[src/hdl/flsm_pkg.sv]
// Package for the five-level lock set manager: lock levels, request kinds,
// field widths, result bit positions and parameter defaults.
// No dependencies; imported by the top level and its checker.
package flsm_pkg;

  localparam int unsigned READER_SLOTS_DEF = 16;
  localparam int unsigned ID_BITS_DEF      = 16;

  localparam int unsigned TIME_W    = 48;
  localparam int unsigned TIMEOUT_W = 32;
  localparam int unsigned LEVEL_W   = 3;
  localparam int unsigned RESULT_W  = 8;

  localparam logic [TIMEOUT_W-1:0] TIMEOUT_RESET = 32'd30000;

  // Lock levels.
  localparam logic [LEVEL_W-1:0] LV_NONE      = 3'd0;
  localparam logic [LEVEL_W-1:0] LV_SHARED    = 3'd1;
  localparam logic [LEVEL_W-1:0] LV_RESERVED  = 3'd2;
  localparam logic [LEVEL_W-1:0] LV_PENDING   = 3'd3;
  localparam logic [LEVEL_W-1:0] LV_EXCLUSIVE = 3'd4;

  // Request kinds carried in tuser.
  localparam logic REQ_LOCK   = 1'b0;
  localparam logic REQ_UNLOCK = 1'b1;

  // Bit positions in the result word.
  localparam int unsigned RES_GRANTED     = 0;
  localparam int unsigned RES_CHANGED     = 1;
  localparam int unsigned RES_WRITER_HELD = 2;
  localparam int unsigned RES_TABLE_FULL  = 3;

endpackage

[src/hdl/five_level_lock_set_manager_top.sv]
// A request word passes the writer check, a scan of the reader table and a decision before its
// result is registered; no new request is accepted until the decision is taken. The reader
// table is walked one slot per cycle through a single expiry adder and compare.
// A finished result waits in the output register while the next request is accepted.
// Reset (rst_ni low, asynchronous) empties the reader table and the writer lock and
// loads the expiry timeout with 30000; owner and stamp storage is not cleared.
//
// Five-level lock set manager: one lock set shared by many clients.
// Depends on flsm_pkg.
module five_level_lock_set_manager_top
  import flsm_pkg::*;
#(
  parameter int unsigned READER_SLOTS = READER_SLOTS_DEF,
  parameter int unsigned ID_BITS      = ID_BITS_DEF,
  localparam int unsigned IN_W        = ((ID_BITS + LEVEL_W + TIME_W + 7) / 8) * 8
) (
  input  logic                 clk_i,
  input  logic                 rst_ni,
  input  logic                 cfg_we_i,
  input  logic [TIMEOUT_W-1:0] cfg_wdata_i,     // expiry timeout
  input  logic                 s_axis_tvalid_i,
  output logic                 s_axis_tready_o,
  input  logic [IN_W-1:0]      s_axis_tdata_i,  // client_id, target_level, now_time, zero pad
  input  logic                 s_axis_tuser_i,  // req_type
  output logic                 m_axis_tvalid_o,
  input  logic                 m_axis_tready_i,
  output logic [RESULT_W-1:0]  m_axis_tdata_o   // granted, changed, writer_held, table_full
);

  localparam int unsigned IDX_W = (READER_SLOTS > 1) ? $clog2(READER_SLOTS) : 1;

  typedef enum logic [1:0] {
    S_IDLE,
    S_WCHK,
    S_SCAN,
    S_DECIDE
  } state_e;

  state_e                  state_q;
  logic [TIMEOUT_W-1:0]    timeout_q;
  logic [READER_SLOTS-1:0] reader_valid_q;
  logic                    writer_valid_q;
  logic [ID_BITS-1:0]      writer_owner_q;
  logic [LEVEL_W-1:0]      writer_level_q;
  logic [TIME_W-1:0]       writer_stamp_q;

  logic [ID_BITS-1:0]      owner_mem [READER_SLOTS];
  logic [TIME_W-1:0]       stamp_mem [READER_SLOTS];
  logic [ID_BITS-1:0]      rd_owner_q;
  logic [TIME_W-1:0]       rd_stamp_q;
  logic [IDX_W-1:0]        rd_addr;

  logic                    unlock_q;
  logic [ID_BITS-1:0]      id_q;
  logic [LEVEL_W-1:0]      tgt_q;
  logic [TIME_W-1:0]       now_q;

  logic [IDX_W-1:0]        idx_q;
  logic                    idx_last;
  logic [READER_SLOTS-1:0] surv_q;
  logic [READER_SLOTS-1:0] match_q;
  logic                    mine_rd_q;
  logic                    others_q;
  logic                    found_q;
  logic [IDX_W-1:0]        free_q;
  logic                    wsurv_q;
  logic                    wown_q;
  logic                    wmatch_q;

  logic                    out_valid_q;
  logic [RESULT_W-1:0]     out_data_q;

  // Shared expiry unit: stamp + timeout <= now.
  logic [TIME_W-1:0]       cmp_stamp;
  logic [TIME_W:0]         cmp_sum;
  logic                    cmp_expired;

  // Per-slot view during the scan.
  logic                    slot_valid;
  logic                    slot_own;
  logic                    slot_surv;
  logic                    slot_busy;

  // Decision.
  logic [LEVEL_W-1:0]      mine;
  logic                    sat;
  logic                    fw;
  logic                    d_granted;
  logic                    d_changed;
  logic                    d_full;
  logic                    d_add;
  logic                    d_set_w;
  logic [LEVEL_W-1:0]      d_wlevel;
  logic [READER_SLOTS-1:0] d_rv;
  logic                    d_wv;
  logic [RESULT_W-1:0]     d_result;
  logic                    proceed;

  assign s_axis_tready_o = (state_q == S_IDLE);
  assign m_axis_tvalid_o = out_valid_q;
  assign m_axis_tdata_o  = out_data_q;

  assign cmp_stamp   = (state_q == S_WCHK) ? writer_stamp_q : rd_stamp_q;
  assign cmp_sum     = {1'b0, cmp_stamp} + {{(TIME_W + 1 - TIMEOUT_W){1'b0}}, timeout_q};
  assign cmp_expired = (cmp_sum <= {1'b0, now_q});

  assign idx_last   = (idx_q == IDX_W'(READER_SLOTS - 1));
  assign slot_valid = reader_valid_q[idx_q];
  assign slot_own   = (rd_owner_q == id_q);
  assign slot_surv  = slot_valid & ~cmp_expired;
  // A slot stays occupied after purge and after the client's own entries are dropped.
  assign slot_busy  = slot_surv & ~slot_own;

  // The read for slot i+1 is issued while slot i is evaluated.
  always_comb begin
    rd_addr = '0;
    if (state_q == S_SCAN && !idx_last) begin
      rd_addr = idx_q + IDX_W'(1);
    end
  end

  assign proceed = (state_q == S_DECIDE) && (!out_valid_q || m_axis_tready_i);

  always_comb begin
    mine      = wmatch_q ? writer_level_q : (mine_rd_q ? LV_SHARED : LV_NONE);
    sat       = unlock_q ? (mine <= tgt_q) : (mine >= tgt_q);
    fw        = wsurv_q & ~wown_q;
    d_granted = 1'b0;
    d_changed = 1'b0;
    d_full    = 1'b0;
    d_add     = 1'b0;
    d_set_w   = 1'b0;
    d_wlevel  = tgt_q;
    d_rv      = surv_q;
    d_wv      = wsurv_q;
    if (sat) begin
      // Nothing changes and no purge is done.
      d_granted = 1'b1;
      d_rv      = reader_valid_q;
      d_wv      = writer_valid_q;
    end else if (unlock_q == REQ_LOCK) begin
      case (tgt_q)
        LV_SHARED: begin
          if (!wsurv_q || writer_level_q == LV_RESERVED) begin
            if (found_q) begin
              d_add     = 1'b1;
              d_granted = 1'b1;
              d_changed = 1'b1;
            end else begin
              d_full = 1'b1;
            end
          end
        end
        LV_RESERVED, LV_PENDING: begin
          if (!fw) begin
            d_rv      = surv_q & ~match_q;
            d_set_w   = 1'b1;
            d_granted = 1'b1;
            d_changed = 1'b1;
          end
        end
        LV_EXCLUSIVE: begin
          // A pending holder that still sees other readers keeps its pending lock.
          if (!fw && !(others_q && mine == LV_PENDING)) begin
            d_rv      = surv_q & ~match_q;
            d_set_w   = 1'b1;
            d_wlevel  = others_q ? LV_PENDING : LV_EXCLUSIVE;
            d_granted = ~others_q;
            d_changed = 1'b1;
          end
        end
        default: begin
        end
      endcase
    end else begin
      case (tgt_q)
        LV_NONE: begin
          d_rv      = surv_q & ~match_q;
          d_wv      = fw;
          d_granted = 1'b1;
          d_changed = 1'b1;
        end
        LV_SHARED: begin
          d_rv      = surv_q & ~match_q;
          d_wv      = fw;
          d_changed = 1'b1;
          if (!fw) begin
            if (found_q) begin
              d_add     = 1'b1;
              d_granted = 1'b1;
            end else begin
              d_full = 1'b1;
            end
          end
        end
        default: begin
        end
      endcase
    end
    if (d_add) begin
      d_rv[free_q] = 1'b1;
    end
    if (d_set_w) begin
      d_wv = 1'b1;
    end
    d_result                  = '0;
    d_result[RES_GRANTED]     = d_granted;
    d_result[RES_CHANGED]     = d_changed;
    d_result[RES_WRITER_HELD] = d_wv;
    d_result[RES_TABLE_FULL]  = d_full;
  end

  // Owner and stamp storage for the reader table.
  always_ff @(posedge clk_i) begin
    if (proceed && d_add) begin
      owner_mem[free_q] <= id_q;
      stamp_mem[free_q] <= now_q;
    end
    rd_owner_q <= owner_mem[rd_addr];
    rd_stamp_q <= stamp_mem[rd_addr];
  end

  // Request and writer payload registers.
  always_ff @(posedge clk_i) begin
    if (s_axis_tvalid_i && s_axis_tready_o) begin
      unlock_q <= s_axis_tuser_i;
      id_q     <= s_axis_tdata_i[ID_BITS-1:0];
      tgt_q    <= s_axis_tdata_i[ID_BITS +: LEVEL_W];
      now_q    <= s_axis_tdata_i[ID_BITS + LEVEL_W +: TIME_W];
    end
    if (state_q == S_WCHK) begin
      wown_q <= (writer_owner_q == id_q);
    end
    if (proceed && d_set_w) begin
      writer_owner_q <= id_q;
      writer_level_q <= d_wlevel;
      writer_stamp_q <= now_q;
    end
    if (state_q == S_SCAN) begin
      surv_q[idx_q]  <= slot_surv;
      match_q[idx_q] <= slot_own;
      if (!found_q && !slot_busy) begin
        free_q <= idx_q;
      end
    end
  end

  always_ff @(posedge clk_i or negedge rst_ni) begin
    if (!rst_ni) begin
      state_q        <= S_IDLE;
      timeout_q      <= TIMEOUT_RESET;
      reader_valid_q <= '0;
      writer_valid_q <= 1'b0;
      idx_q          <= '0;
      mine_rd_q      <= 1'b0;
      others_q       <= 1'b0;
      found_q        <= 1'b0;
      wsurv_q        <= 1'b0;
      wmatch_q       <= 1'b0;
      out_valid_q    <= 1'b0;
      out_data_q     <= '0;
    end else begin
      if (cfg_we_i) begin
        timeout_q <= cfg_wdata_i;
      end
      if (proceed) begin
        out_valid_q <= 1'b1;
      end else if (m_axis_tready_i) begin
        out_valid_q <= 1'b0;
      end
      case (state_q)
        S_IDLE: begin
          if (s_axis_tvalid_i) begin
            idx_q   <= '0;
            state_q <= S_WCHK;
          end
        end
        S_WCHK: begin
          wsurv_q   <= writer_valid_q & ~cmp_expired;
          wmatch_q  <= writer_valid_q & (writer_owner_q == id_q);
          mine_rd_q <= 1'b0;
          others_q  <= 1'b0;
          found_q   <= 1'b0;
          state_q   <= S_SCAN;
        end
        S_SCAN: begin
          if (slot_valid && slot_own) begin
            mine_rd_q <= 1'b1;
          end
          if (slot_busy) begin
            others_q <= 1'b1;
          end else begin
            found_q <= 1'b1;
          end
          if (idx_last) begin
            state_q <= S_DECIDE;
          end else begin
            idx_q <= idx_q + IDX_W'(1);
          end
        end
        S_DECIDE: begin
          if (proceed) begin
            reader_valid_q <= d_rv;
            writer_valid_q <= d_wv;
            out_data_q     <= d_result;
            state_q        <= S_IDLE;
          end
        end
        default: begin
          state_q <= S_IDLE;
        end
      endcase
    end
  end

endmodule

[config.mk]
export PLATFORM = sky130hd
export DESIGN_NAME = five_level_lock_set_manager_top
export DESIGN_NICKNAME = d
export VERILOG_FILES = /design/src/hdl/flsm_pkg.sv /design/src/hdl/five_level_lock_set_manager_top.sv
export SDC_FILE = /design/constraint.sdc
export NUM_CORES = 2
export LEC_CHECK = 0
export BUFFER_PORTS_ARGS = -buffer_cell sky130_fd_sc_hd__buf_2
export CORE_MARGIN = 1.5
export CORE_UTILIZATION = 30
export CTS_BUF_LIST = sky130_fd_sc_hd__clkbuf_16
export CTS_CLUSTER_DIAMETER = 60
export CTS_CLUSTER_SIZE = 40
export DETAILED_ROUTE_END_ITERATION = 8
export PLACE_DENSITY_LB_ADDON = 0.08
export SKIP_CTS_REPAIR_TIMING = 1
export SYNTH_ARGS = -nofsm -noshare
export SYNTH_HDL_FRONTEND = slang
export SYNTH_SLANG_ARGS = --single-unit
[constraint.sdc]
create_clock -name clk_i -period 6.25 [get_ports clk_i]
set_input_delay 1.25 -clock clk_i [delete_from_list [all_inputs] [get_ports clk_i]]
set_output_delay 1.25 -clock clk_i [all_outputs]
set_load 0.05 [all_outputs]
==> metrics.yaml <==
status: "complete, no violations"
clock_sinks: 1324
synth_area_um2: 52700
hold_viol_final: 0
area_growth_pct: 17.5
worst_slew_pin_slew_ps: 1250
clk_latency_ps: 780
drtIter0Drc: 1843
setup_viol: 0
multi_input_area_um2: 13400
cts.clk_slew.worst_paths_ps: 60
worstPathRequired_ps: 6860
fp.dieW_um: 422
ant_nets: 0
mostFrequentLayoutCell: "edfxtp_1"
worstReg2RegStart: "state_q[1]$_DFFE_PN0P_"
rows: 153
slowest_stage: "dfrtp_1"
pwr-share-comb_pct: 25.7
crit_top_cell: "buf_4"
cts_max_level: 4
crit_fanout: 8
p_seq_share_pct: 42.3
antenna_found_initial: 1
synth.largest_area_cell: "edfxtp_1"
num_io_pins: 120
syn_area_per_cell_um2: 20.0
cpPeakStageDelay_ps: 400
wl_per_cell_um: 27.3
drc: 0
yosysSeqAreaShare_pct: 73.7
power.leakage_nw: 20.0
place.gp.congestion: 0.802
fin_crit_sh_pct: 93.4
slew_headroom_pct: 16.7
min_period_ps: 5840
cts_buffers: 133
num-fill-cells: 16300
end_kind: "flip-flop"
synth_cell_types: 82
via_per_inst: 4.85
dr.pass1.iters: 7
cts_tree: "built"
crit_arrival_ps: 6450
nNetsFinal: 3089
grt_usage_pct: 16.3
layout-drive-gt1-share_pct: 30.5
synth-edff-count: 1196
criticalPathCategory: "flip-flop to flip-flop"
via_count: 25900
met1_usage_pct: 21.5
rsz0062_at_grt: "false"
whs_ps: 363
power.switching_w: 0.00800
place_ws_ps: -115
fmax_ghz: 0.171
placeableCoreArea_um2: 174000
worst_slack_ps: 414
min_path_type: "input port to asynchronous set/reset pin"
fp.dieH_um: 422
grt-busiest-layer: "met2"
start_util_pct: 30.2
synth_top_flop_cell: "edfxtp_1"
power_density_nw_per_um2: 418
ys_top_cells_by_area: "edfxtp_1 68%, mux4_2 14%, dfrtp_1 2.7%, dfxtp_1 2.4%, ha_1 2.2%"
globalRouteOverflowTotal: 0
drv_cap: 0
portBuffers: 110
switching_share_pct: 30.9
first_global_vias: 27800
p_int_w: 0.0179
dieArea_um2: 178000
ir_drop_mv: 0.286
grt_max_degree: 65
worst_setup_path_start_kind: "flip-flop"
seq_area_um2: 38800
clkPwrFrac_pct: 31.9
synthArstFlopShare_pct: 4.83
hpwlAfterDp_um: 84200
grt_pass1_wl_um: 207000
synthCells: 2631
use_met2_pct: 28.0
yosysTopAreaCellShare_pct: 68.2
clockRootBuffer: "clkbuf_16"
grt_use_met3_pct: 2.56
cts_buffer_depth: 3
synth-seq-cells: 1324
finalClockSkew_ps: 32.4
synth_warnings: 0
slew_viol_final: 0
most-common-layout-cells: "1196 x edfxtp_1, 319 x mux4_2, 140 x clkbuf_16"
totalWireLength_um: 145000
cp-startpoint: "state_q[1]$_DFFE_PN0P_"
==> worst max-delay path: cells and delay by family (launching register included) <==
family,cells,cell delay [ps]
AO/OA/AOI/OAI,7,1190
XOR/XNOR,1,170
adder cells (fa/ha/maj),3,870
buffers and inverters,8,1280
flip-flops,1,400
multiplexers,2,430
AND/OR/NAND/NOR,7,1270
==> cells by family after synthesis <==
kind of cell	count (synthesis)	share of synthesized area [%]
flip-flops	1324	73.7
multiplexers	398	15.3
AND/OR/NAND/NOR	310	2.82
AO/OA/AOI/OAI	242	3.12
buffers and inverters	187	1.61
adder cells (fa/ha/maj)	92	2.20
XOR/XNOR	77	1.28
other	1	0.00712
==> per-layer routing <==
metal,up-vias,share of wire [%]
met3,181,3.3
li1,11300,-
met2,469,50
met4,0,2.0
met5,-,0
met1,13900,44
==> sequential cells by signal, summed over array words and instances (netlist names), 4 cells and up <==
| signal | flops |
|---|---|
| timeout_q | 32 |
| stamp_mem | 768 |
| idx_q | 4 |
| rd_stamp_q | 48 |
| owner_mem | 256 |
| now_q | 48 |
| writer_owner_q | 16 |
| m_axis_tdata_o | 4 |
| match_q | 16 |
| free_q | 4 |
| rd_owner_q | 16 |
| reader_valid_q | 16 |
| id_q | 16 |
| writer_stamp_q | 48 |
| surv_q | 16 |
==> power groups by stage <==
stage	logic, W	registers [W]	clock network (W)
CTS	0.00656	0.0110	0.00853
finish	0.00667	0.0110	0.00827
global route	0.00731	0.0110	0.00883
global placement	0.00649	0.0111	0
floorplan	0.00453	0.0109	0
detailed placement	0.00652	0.0112	0
==> metrics by stage <==
| stage | instances | setup TNS (ps) | instance area [um^2] | util (%) | total power [W] |
|---|---|---|---|---|---|
| finish | 5327 | 0 | 61900 | 35.5 | 0.0259 |
| global route | 5325 | 0 | 61900 | 35.5 | 0.0272 |
| CTS | 5318 | -4150 | 61600 | 35.4 | 0.0261 |
| detailed placement | 5070 | -2180 | 57000 | 32.7 | 0.0177 |
| global placement | 5070 | -2200 | 57000 | 32.7 | 0.0176 |
| floorplan | 2634 | 0 | 52700 | - | 0.0155 |
==> cell type report <==
type	instances	area share (%)
antenna	2	0.00808
clock buffer	139	5.62
clock inverter	109	1.74
inverter	77	0.471
multi-input combinational	1123	21.7
sequential	1324	62.7
tap	2325	4.70
timing repair buffer	228	3.12
==> cells in the mapped netlist, drive strengths merged, types with 8 or more instances <==
| cell type | n |
|---|---|
| a211oi | 8 |
| a21o | 18 |
| a21oi | 73 |
| buf | 62 |
| clkbuf | 48 |
| dfrtp | 57 |
| dfxtp | 64 |
| edfxtp | 1196 |
| ha | 91 |
| inv | 76 |
| mux2 | 66 |
| mux2i | 13 |
| mux4 | 319 |
| nand2 | 105 |
| nand2b | 11 |
| nand3 | 33 |
| nand4 | 24 |
| nor2 | 68 |
| nor2b | 24 |
| nor3 | 13 |
| o21a | 10 |
| o21ai | 54 |
| o221ai | 15 |
| xnor2 | 60 |
| xor2 | 17 |
==> path summary, 6_finish.rpt <==
kind	to	slack, ps	depth (start not counted)
max	surv_q[9]$_DFFE_PP_	410	28
min	reader_valid_q[0]$_DFFE_PN0P_	360	1
max reg2reg	surv_q[9]$_DFFE_PP_	410	28
min reg2reg	m_axis_tdata_o[0]$_DFFE_PN0P_	480	2
max in group asynchronous	timeout_q[1]$_DFFE_PN0P_	4800	2
min in group clk_i	m_axis_tdata_o[0]$_DFFE_PN0P_	480	2
No activity file was read; power rests on OpenSTA's default activity.
